===== config.mk =====
export PLATFORM = sky130hd
export DESIGN_NAME = utf16_to_utf8_transcoder
export DESIGN_NICKNAME = d
export VERILOG_FILES = /design/src/rtl/core/utt_pkg.sv /design/src/rtl/core/utf16_to_utf8_transcoder.sv /design/src/rtl/core/utt_front.sv /design/src/rtl/core/utt_queue.sv /design/src/rtl/core/utt_back.sv
export VERILOG_INCLUDE_DIRS = /design/src /design/src/rtl/core
export SDC_FILE = /design/constraint.sdc
export NUM_CORES = 1
export LEC_CHECK = 0
export BUFFER_PORTS_ARGS = -buffer_cell sky130_fd_sc_hd__buf_2
export CAP_MARGIN = 5
export CORE_MARGIN = 2
export CORE_UTILIZATION = 61
export CTS_CLUSTER_SIZE = 20
export DETAILED_ROUTE_END_ITERATION = 10
export GPL_TIMING_DRIVEN = 0
export PLACE_DENSITY = 0.79
export REMOVE_ABC_BUFFERS = 1
export SETUP_SLACK_MARGIN = 0.15
export SLEW_MARGIN = 20
export SYNTH_ARGS = -nofsm -noshare
export SYNTH_HDL_FRONTEND = slang
export SYNTH_HIERARCHICAL = 1
export SYNTH_SLANG_ARGS = --single-unit

===== constraint.sdc =====
create_clock -name clk_i -period 4.2 [get_ports clk_i]
set_clock_uncertainty 0.15 [all_clocks]
set_input_delay 0.21 -clock clk_i [delete_from_list [all_inputs] [get_ports clk_i]]
set_output_delay 0.21 -clock clk_i [all_outputs]
set_load 0.01 [all_outputs]

===== src/rtl/core/utf16_to_utf8_transcoder_defines.svh =====
// ----------------------------------------------------------------------------
// UTF-16 to UTF-8 transcoder: assertion macros
// Shared concurrent assertion wrappers, clocked on clk_i and quiet in reset.
// ----------------------------------------------------------------------------
`ifndef UTF16_TO_UTF8_TRANSCODER_DEFINES_SVH
`define UTF16_TO_UTF8_TRANSCODER_DEFINES_SVH

`ifndef SYNTHESIS
// Property that must hold at every clock edge out of reset
`define UTT_ASSERT(lbl, prop, msg) \
  lbl: assert property (@(posedge clk_i) disable iff (!rst_ni) (prop)) else $error(msg);
// Consequence that must hold in the cycle after the antecedent
`define UTT_ASSERT_NEXT(lbl, ante, cons, msg) \
  lbl: assert property (@(posedge clk_i) disable iff (!rst_ni) (ante) |=> (cons)) else $error(msg);
`else
`define UTT_ASSERT(lbl, prop, msg)
`define UTT_ASSERT_NEXT(lbl, ante, cons, msg)
`endif

`endif


===== src/rtl/core/utt_pkg.sv =====
// ----------------------------------------------------------------------------
// UTF-16 to UTF-8 transcoder: shared package
// Types and constants used by the front end, the queue and the back end.
// ----------------------------------------------------------------------------
package utt_pkg;

  // Maximum number of UTF-8 bytes for one code point
  localparam int unsigned MaxBytes = 4;

  // One encoded code point: bytes in emission order, index of the final byte
  typedef struct packed {
    logic [MaxBytes-1:0][7:0] bytes;
    logic [1:0]               last_idx;
  } utt_entry_t;

  // Surrogate constants
  localparam logic [5:0]  SurrHighTag  = 6'b110110;
  localparam logic [20:0] Plane1Base   = 21'h10000;
  localparam logic [20:0] SurrLowBase  = 21'h0DC00;

  // Encoding length thresholds
  localparam logic [20:0] Max1Byte = 21'h00007F;
  localparam logic [20:0] Max2Byte = 21'h0007FF;
  localparam logic [20:0] Max3Byte = 21'h00FFFF;

endpackage


===== src/rtl/core/utf16_to_utf8_transcoder.sv =====
// ----------------------------------------------------------------------------
// UTF-16 to UTF-8 transcoder: top level
// Converts a stream of UTF-16 code units into a stream of UTF-8 bytes.
// ----------------------------------------------------------------------------
// Input stream s_axis: one code unit per request, tdata[7:0] the first raw
// byte and tdata[15:8] the second; tlast marks the final unit of the stream.
// Output stream m_axis: one UTF-8 byte per request, tlast on the last byte
// produced for an input unit. A high surrogate that is not final is held and
// produces nothing; the next unit is joined with it.
// Byte order comes from cfg_wdata_i, written when cfg_we_i is high (1 = big
// endian); write it only while the block is idle.
// A unit is registered in the queue, then byte by byte in the output
// register. Throughput: one output byte per cycle while m_axis_tready is
// high, set by the single output register of the back end; a unit gives 1 to
// 4 bytes according to its encoded length. The front end keeps accepting
// while the queue of QUEUE_DEPTH byte groups has room, so a stalled receiver
// backs up into the queue and then into s_axis_tready. Reset clears the held
// surrogate, the queue and the output register and selects little endian.
// ----------------------------------------------------------------------------
module utf16_to_utf8_transcoder #(
  parameter int unsigned QUEUE_DEPTH = 2
) (
  input  logic        clk_i,
  input  logic        rst_ni,
  input  logic        cfg_we_i,
  input  logic        cfg_wdata_i,    // big_endian
  input  logic        s_axis_tvalid,
  output logic        s_axis_tready,
  input  logic [15:0] s_axis_tdata,   // [7:0] first_byte, [15:8] second_byte
  input  logic        s_axis_tlast,   // final_unit
  output logic        m_axis_tvalid,
  input  logic        m_axis_tready,
  output logic [7:0]  m_axis_tdata,   // [7:0] utf8_byte
  output logic        m_axis_tlast    // run_last
);
  import utt_pkg::*;

  logic       big_endian_q;
  logic       q_ready;
  logic       push;
  utt_entry_t push_entry;
  logic       pop;
  logic       head_valid;
  utt_entry_t head;

  // Byte order register
  always_ff @(posedge clk_i or negedge rst_ni) begin
    if (!rst_ni) begin
      big_endian_q <= 1'b0;
    end else if (cfg_we_i) begin
      big_endian_q <= cfg_wdata_i;
    end
  end

  utt_front u_front (
    .clk_i         (clk_i),
    .rst_ni        (rst_ni),
    .big_endian_i  (big_endian_q),
    .in_valid_i    (s_axis_tvalid),
    .first_byte_i  (s_axis_tdata[7:0]),
    .second_byte_i (s_axis_tdata[15:8]),
    .final_unit_i  (s_axis_tlast),
    .in_ready_o    (s_axis_tready),
    .q_ready_i     (q_ready),
    .push_o        (push),
    .push_entry_o  (push_entry)
  );

  utt_queue #(
    .DEPTH (QUEUE_DEPTH)
  ) u_queue (
    .clk_i        (clk_i),
    .rst_ni       (rst_ni),
    .push_i       (push),
    .push_entry_i (push_entry),
    .ready_o      (q_ready),
    .pop_i        (pop),
    .head_valid_o (head_valid),
    .head_o       (head)
  );

  utt_back u_back (
    .clk_i        (clk_i),
    .rst_ni       (rst_ni),
    .head_valid_i (head_valid),
    .head_i       (head),
    .pop_o        (pop),
    .out_valid_o  (m_axis_tvalid),
    .out_byte_o   (m_axis_tdata),
    .out_last_o   (m_axis_tlast),
    .out_ready_i  (m_axis_tready)
  );

endmodule


===== src/rtl/core/utt_front.sv =====
// ----------------------------------------------------------------------------
// UTF-16 to UTF-8 transcoder: front end
// Accepts code units, pairs surrogates and encodes each code point into the
// UTF-8 byte group that is pushed to the queue.
// ----------------------------------------------------------------------------
module utt_front (
  input  logic               clk_i,
  input  logic               rst_ni,
  input  logic               big_endian_i,
  input  logic               in_valid_i,
  input  logic [7:0]         first_byte_i,
  input  logic [7:0]         second_byte_i,
  input  logic               final_unit_i,
  output logic               in_ready_o,
  input  logic               q_ready_i,
  output logic               push_o,
  output utt_pkg::utt_entry_t push_entry_o
);
  import utt_pkg::*;

  logic        holding_q, holding_d;
  logic [15:0] held_q, held_d;
  logic [15:0] unit;
  logic        is_high;
  logic        accept;
  logic [20:0] cp_join;
  logic [20:0] cp;

  // Build the encoded byte group of one code point
  function automatic utt_entry_t encode(input logic [20:0] c);
    utt_entry_t e;
    e.bytes = '0;
    if (c <= Max1Byte) begin
      e.bytes[0] = c[7:0];
      e.last_idx = 2'd0;
    end else if (c <= Max2Byte) begin
      e.bytes[0] = {3'b110, c[10:6]};
      e.bytes[1] = {2'b10, c[5:0]};
      e.last_idx = 2'd1;
    end else if (c <= Max3Byte) begin
      e.bytes[0] = {4'b1110, c[15:12]};
      e.bytes[1] = {2'b10, c[11:6]};
      e.bytes[2] = {2'b10, c[5:0]};
      e.last_idx = 2'd2;
    end else begin
      e.bytes[0] = {5'b11110, c[20:18]};
      e.bytes[1] = {2'b10, c[17:12]};
      e.bytes[2] = {2'b10, c[11:6]};
      e.bytes[3] = {2'b10, c[5:0]};
      e.last_idx = 2'd3;
    end
    return e;
  endfunction

  // Assemble the unit in the configured byte order
  assign unit    = big_endian_i ? {first_byte_i, second_byte_i}
                                : {second_byte_i, first_byte_i};
  assign is_high = (unit[15:10] == SurrHighTag);

  assign in_ready_o = q_ready_i;
  assign accept     = in_valid_i && in_ready_o;

  // Join with the held high surrogate; the sum always fits 21 bits
  assign cp_join = {1'b0, held_q[9:0], 10'd0} + Plane1Base + {5'd0, unit} - SurrLowBase;
  assign cp      = holding_q ? cp_join : {5'd0, unit};

  // Decide between hold and push
  always_comb begin
    holding_d    = holding_q;
    held_d       = held_q;
    push_o       = 1'b0;
    push_entry_o = encode(cp);
    if (accept) begin
      if (holding_q) begin
        holding_d = 1'b0;
        push_o    = 1'b1;
      end else if (is_high && !final_unit_i) begin
        holding_d = 1'b1;
        held_d    = unit;
      end else begin
        push_o = 1'b1;
      end
    end
  end

  always_ff @(posedge clk_i or negedge rst_ni) begin
    if (!rst_ni) begin
      holding_q <= 1'b0;
      held_q    <= '0;
    end else begin
      holding_q <= holding_d;
      held_q    <= held_d;
    end
  end

endmodule


===== src/rtl/core/utt_queue.sv =====
// ----------------------------------------------------------------------------
// UTF-16 to UTF-8 transcoder: decoupling queue
// Short queue of encoded byte groups between the front and back ends.
// ----------------------------------------------------------------------------
`include "utf16_to_utf8_transcoder_defines.svh"

module utt_queue #(
  parameter int unsigned DEPTH = 2
) (
  input  logic                clk_i,
  input  logic                rst_ni,
  input  logic                push_i,
  input  utt_pkg::utt_entry_t push_entry_i,
  output logic                ready_o,
  input  logic                pop_i,
  output logic                head_valid_o,
  output utt_pkg::utt_entry_t head_o
);
  import utt_pkg::*;

  localparam int unsigned PW = (DEPTH > 1) ? $clog2(DEPTH) : 1;
  localparam int unsigned CW = $clog2(DEPTH + 1);

  utt_entry_t    store_q [DEPTH];
  logic [PW-1:0] wr_ptr_q, rd_ptr_q;
  logic [CW-1:0] count_q;

  assign ready_o      = (count_q != CW'(DEPTH));
  assign head_valid_o = (count_q != '0);
  assign head_o       = store_q[rd_ptr_q];

  // Write the pushed group
  always_ff @(posedge clk_i) begin
    if (push_i) begin
      store_q[wr_ptr_q] <= push_entry_i;
    end
  end

  // Advance pointers and occupancy
  always_ff @(posedge clk_i or negedge rst_ni) begin
    if (!rst_ni) begin
      wr_ptr_q <= '0;
      rd_ptr_q <= '0;
      count_q  <= '0;
    end else begin
      if (push_i) begin
        wr_ptr_q <= (wr_ptr_q == PW'(DEPTH - 1)) ? '0 : wr_ptr_q + 1'b1;
      end
      if (pop_i) begin
        rd_ptr_q <= (rd_ptr_q == PW'(DEPTH - 1)) ? '0 : rd_ptr_q + 1'b1;
      end
      if (push_i && !pop_i) begin
        count_q <= count_q + 1'b1;
      end else if (pop_i && !push_i) begin
        count_q <= count_q - 1'b1;
      end
    end
  end

  `UTT_ASSERT(a_count_bound, count_q <= CW'(DEPTH), "queue occupancy beyond depth")
  `UTT_ASSERT(a_pop_nonempty, pop_i |-> (count_q != '0), "pop from empty queue")
  `UTT_ASSERT_NEXT(a_push_grows, push_i && !pop_i, count_q == $past(count_q) + 1'b1, "push lost")

endmodule


===== src/rtl/core/utt_back.sv =====
// ----------------------------------------------------------------------------
// UTF-16 to UTF-8 transcoder: back end
// Serialises each byte group onto the output stream, one byte per cycle
// while out_ready_i allows, through an output register.
// ----------------------------------------------------------------------------
module utt_back (
  input  logic                clk_i,
  input  logic                rst_ni,
  input  logic                head_valid_i,
  input  utt_pkg::utt_entry_t head_i,
  output logic                pop_o,
  output logic                out_valid_o,
  output logic [7:0]          out_byte_o,
  output logic                out_last_o,
  input  logic                out_ready_i
);
  import utt_pkg::*;

  logic       valid_q, valid_d;
  logic [7:0] byte_q, byte_d;
  logic       last_q, last_d;
  logic [1:0] idx_q, idx_d;
  logic       load;
  logic       is_last;

  assign load    = !valid_q || out_ready_i;
  assign is_last = (idx_q == head_i.last_idx);

  // Take the next byte of the head group when the output register frees up
  always_comb begin
    valid_d = valid_q;
    byte_d  = byte_q;
    last_d  = last_q;
    idx_d   = idx_q;
    pop_o   = 1'b0;
    if (load) begin
      valid_d = head_valid_i;
      if (head_valid_i) begin
        byte_d = head_i.bytes[idx_q];
        last_d = is_last;
        if (is_last) begin
          idx_d = '0;
          pop_o = 1'b1;
        end else begin
          idx_d = idx_q + 1'b1;
        end
      end
    end
  end

  always_ff @(posedge clk_i or negedge rst_ni) begin
    if (!rst_ni) begin
      valid_q <= 1'b0;
      idx_q   <= '0;
    end else begin
      valid_q <= valid_d;
      idx_q   <= idx_d;
    end
  end

  // Hold payload while stalled
  always_ff @(posedge clk_i) begin
    byte_q <= byte_d;
    last_q <= last_d;
  end

  assign out_valid_o = valid_q;
  assign out_byte_o  = byte_q;
  assign out_last_o  = last_q;

endmodule

==> qor.txt <==
EDFF count, synth = 77
Die Width = 97.2 um
Post-synth top area share = 0.436
Final Slew Violations = 0
Initial antenna violation count = 0
Period utilisation layout = 0.929
Gpl congestion = 0.822
Actual slew at the worst max-slew pin = 0.694 ns
Starting Density = 0.617
Worst Path Arrival = 3.86 ns
Leading area contributor after synthesis = edfxtp_1
Post-layout nets = 464
CP required = 4.16 ns
Die Height = 97.2 um
Crit Path Class = reg -> reg
Vias in the first global route = 3,204
# IOs = 34
Vias = 3,223
Vias per inst = 5.97
Outcome = completed
Clock tree buffer depth = 2
Cell variety after synth = 63
ANT cells = 0
Min-delay worst type = in -> reg
Row Count = 34
Largest net degree at the start of global routing = 31
Post-route setup slack = 0.296 ns
Port Buffers = 33
Pint = 2.22 mW
Register share of total power = 0.459
FILL cells = 590
Dpl ws = -1.16 ns
Area Overhead vs Synth = 10.4%
Yosys warning count = 6
Max incr delay on CP = 0.54 ns
Setup violators final = 0
Asr flop ratio synth = 0.198
Hold Worst Slack = 0.0322 ns
Clock transition at path regs = 0.10 ns
GRT Residual Overflow = 0
Share of cells above drive strength 1 = 0.345
Post-Syn Instances = 385
Final Hold Fails = 0
Dpl hpwl = 6730 um
CTS root buffer = clkbuf_8
Wire length per cell = 18.4 um
Combinational power share = 0.368
Worst path slowest cell = dfrtp_4
FF+latch count, synth = 96
Clock Power Share = 0.173
Final min period = 3.90 ns
Sw Share = 0.329
Post-Syn Area per Cell = 13.8 um2
H-tree levels = 3
Routed WL = 9950 um
Worst Reg-to-Reg Cells = 13
Die area = 9450 um2
Unrepaired setup endpoints after global routing = no
VDD IR max = 0.000240 V
Pwr dens = 564 nW/um2
Switching power = 1.09 mW
DRC errors left = 0
First-pass GRT wire length = 16,100 um
CTS sink count = 96
DRT Pass-1 Iters = 5
Part of the Yosys area used for sequential elements = 0.526
Mapped Area = 5300 um2
Critical path peak fanout = 6
Slew Limit Headroom = 0.524
1st-iter DRT viols = 215
Max_cap viols = 0
Worst-skew pair later-pin latency = 0.37 ns
Critical path, cell by cell = buf_4 -> mux2_4 -> inv_1 -> ha_1 -> inv_1 -> ha_2 -> o211a_1 -> a221oi_4 -> mux2i_4 -> nor4_4 -> buf_4 -> and2_4 -> mux2_1
Achievable frequency = 256 MHz
P_leak = 2.35 nW
Tot GR Track Use = 0.218
Ys flop type = edfxtp_1
CTS tree = built
Ranking of synthesized cells by area = edfxtp_1 44%, mux2_4 9.1%, dfrtp_1 9.0%, mux2i_1 3.6%, ha_1 3.1%
CTS buffer count = 9
WHS Path Cells = 3
Crit start category = flip-flop
Area of the core = 8590 um2
Detail Route Antenna Nets = 0
Setup crit end kind = flip-flop
## path summary, 6_finish.rpt
path	end	slack, ns	start
worst max-delay path	u_queue/store_q[0][19]	0.30	big_endian_q
worst min-delay path	u_back/out_valid_o	0.03	m_axis_tready
worst max register to register	u_queue/store_q[0][19]	0.30	big_endian_q
worst min register to register	u_queue/count_q[1]	0.36	u_queue/count_q[1]
max in group asynchronous	big_endian_q	3.39	rst_ni
min in group asynchronous	u_back/idx_q[0]	0.16	rst_ni
## cell usage in the layout (no fill, tap or decap), drive strengths merged, types with 8 or more instances in the layout
master | Yosys | layout
mux4 | 8 | 8
inv | 15 | 19
and2 | 7 | 9
mux2 | 48 | 48
clkbuf | 4 | 9
o21ai | 10 | 10
dfrtp | 19 | 19
nand2 | 12 | 12
edfxtp | 77 | 77
a21oi | 17 | 17
ha | 13 | 13
mux2i | 21 | 21
buf | 21 | 49
nor2 | 31 | 31
## state kept, by name, summed over array words and instances (netlist names)
| register | flops |
|---|---|
| u_back/out_last_o | 1 |
| u_queue/count_q | 2 |
| u_queue/wr_ptr_q | 1 |
| u_back/out_byte_o | 8 |
| u_queue/rd_ptr_q | 1 |
| u_back/out_valid_o | 1 |
| big_endian_q | 1 |
| u_back/idx_q | 2 |
| u_front/holding_q | 1 |
| u_front/held_q | 10 |
| u_queue/store_q | 68 |
## kinds of logic after synthesis
kind of cell               after synthesis  synth area share
AOI/OAI and AO/OA                       62            0.0812
other                                    1          0.000707
DFF                                     96             0.526
and+or+nand+nor                         87            0.0892
adders and majority gates               14            0.0345
buffers and inverters                   40            0.0529
muxes                                   77             0.203
xor gates and xnor gates                 8            0.0132
## critical path: cells and delay by family (launching register included)
family	cells	cell delay, ns
muxes	3	1.05
and+or+nand+nor	2	0.26
adders and majority gates	2	0.53
AOI/OAI and AO/OA	2	0.62
DFF	1	0.54
buffers and inverters	4	0.47
## power groups by stage
stage / Combinational (mW) / Clock [mW] / Sequential, mW
3_5_place_dp: 1.17 / 0 / 1.55
5_1_grt: 1.31 / 0.628 / 1.55
3_3_place_gp: 1.04 / 0 / 1.59
2_1_floorplan: 0.818 / 0 / 1.57
4_1_cts: 1.20 / 0.589 / 1.52
6_report: 1.22 / 0.571 / 1.51
## Yosys cell counts (all sizes together), types with 4 or more instances
| cell type | number |
|---|---|
| buf | 21 |
| clkbuf | 4 |
| nand2b | 6 |
| nand2 | 12 |
| edfxtp | 77 |
| ha | 13 |
| a21o | 7 |
| nor2 | 31 |
| nor3 | 6 |
| inv | 15 |
| mux2i | 21 |
| o21ai | 10 |
| xor2 | 7 |
| a21oi | 17 |
| dfrtp | 19 |
| o211ai | 6 |
| nand3 | 5 |
| and2 | 7 |
| nand4 | 4 |
| mux2 | 48 |
| mux4 | 8 |
## routing by layer
| layer | vias up | wire length, um | GRT usage |
|---|---|---|---|
| met5 | - | 0 | 0 |
| met2 | 103 | 4920 | 0.371 |
| met4 | 0 | 221 | 0.0662 |
| met1 | 1573 | 4320 | 0.286 |
| met3 | 21 | 481 | 0.0410 |
| li1 | 1526 | - | - |
## repair_timing
| action | CTS | global route |
|---|---|---|
| gates resized for setup | 7 | 11 |
| hold endpoints to repair | 20 | 0 |
| buffers inserted | 8 | 3 |
| pin swaps | 2 | 4 |
| gates cloned | 1 | 1 |
| hold buffers | 3 | 0 |
| endpoints found under the setup margin | 62 | 60 |
## final cells by class
| cell class | count | area (um2) | share of cell area |
|---|---|---|---|
| Inverter | 15 | 56.3 | 0.00962 |
| Clock buffer | 9 | 124 | 0.0212 |
| Sequential cell | 96 | 2790 | 0.477 |
| Multi-Input combinational cell | 253 | 2330 | 0.398 |
| Clock inverter | 7 | 61.3 | 0.0105 |
| Timing Repair Buffer | 52 | 355 | 0.0607 |
| Tap cell | 108 | 135 | 0.0231 |
## through the flow
| step | power (mW) | util | instances | setup TNS, ns | cell area (um2) |
|---|---|---|---|---|---|
| floorplan | 2.39 | - | 362 | -9.43 | 5090 |
| global placement | 2.64 | 0.627 | 503 | -63.91 | 5390 |
| detailed placement | 2.72 | 0.638 | 508 | -54.38 | 5480 |
| CTS | 3.30 | 0.673 | 536 | 0 | 5780 |
| global route | 3.49 | 0.681 | 540 | 0 | 5860 |
| finish | 3.30 | 0.681 | 540 | 0 | 5860 |
Note: power is estimated with default switching activity, not from simulation.
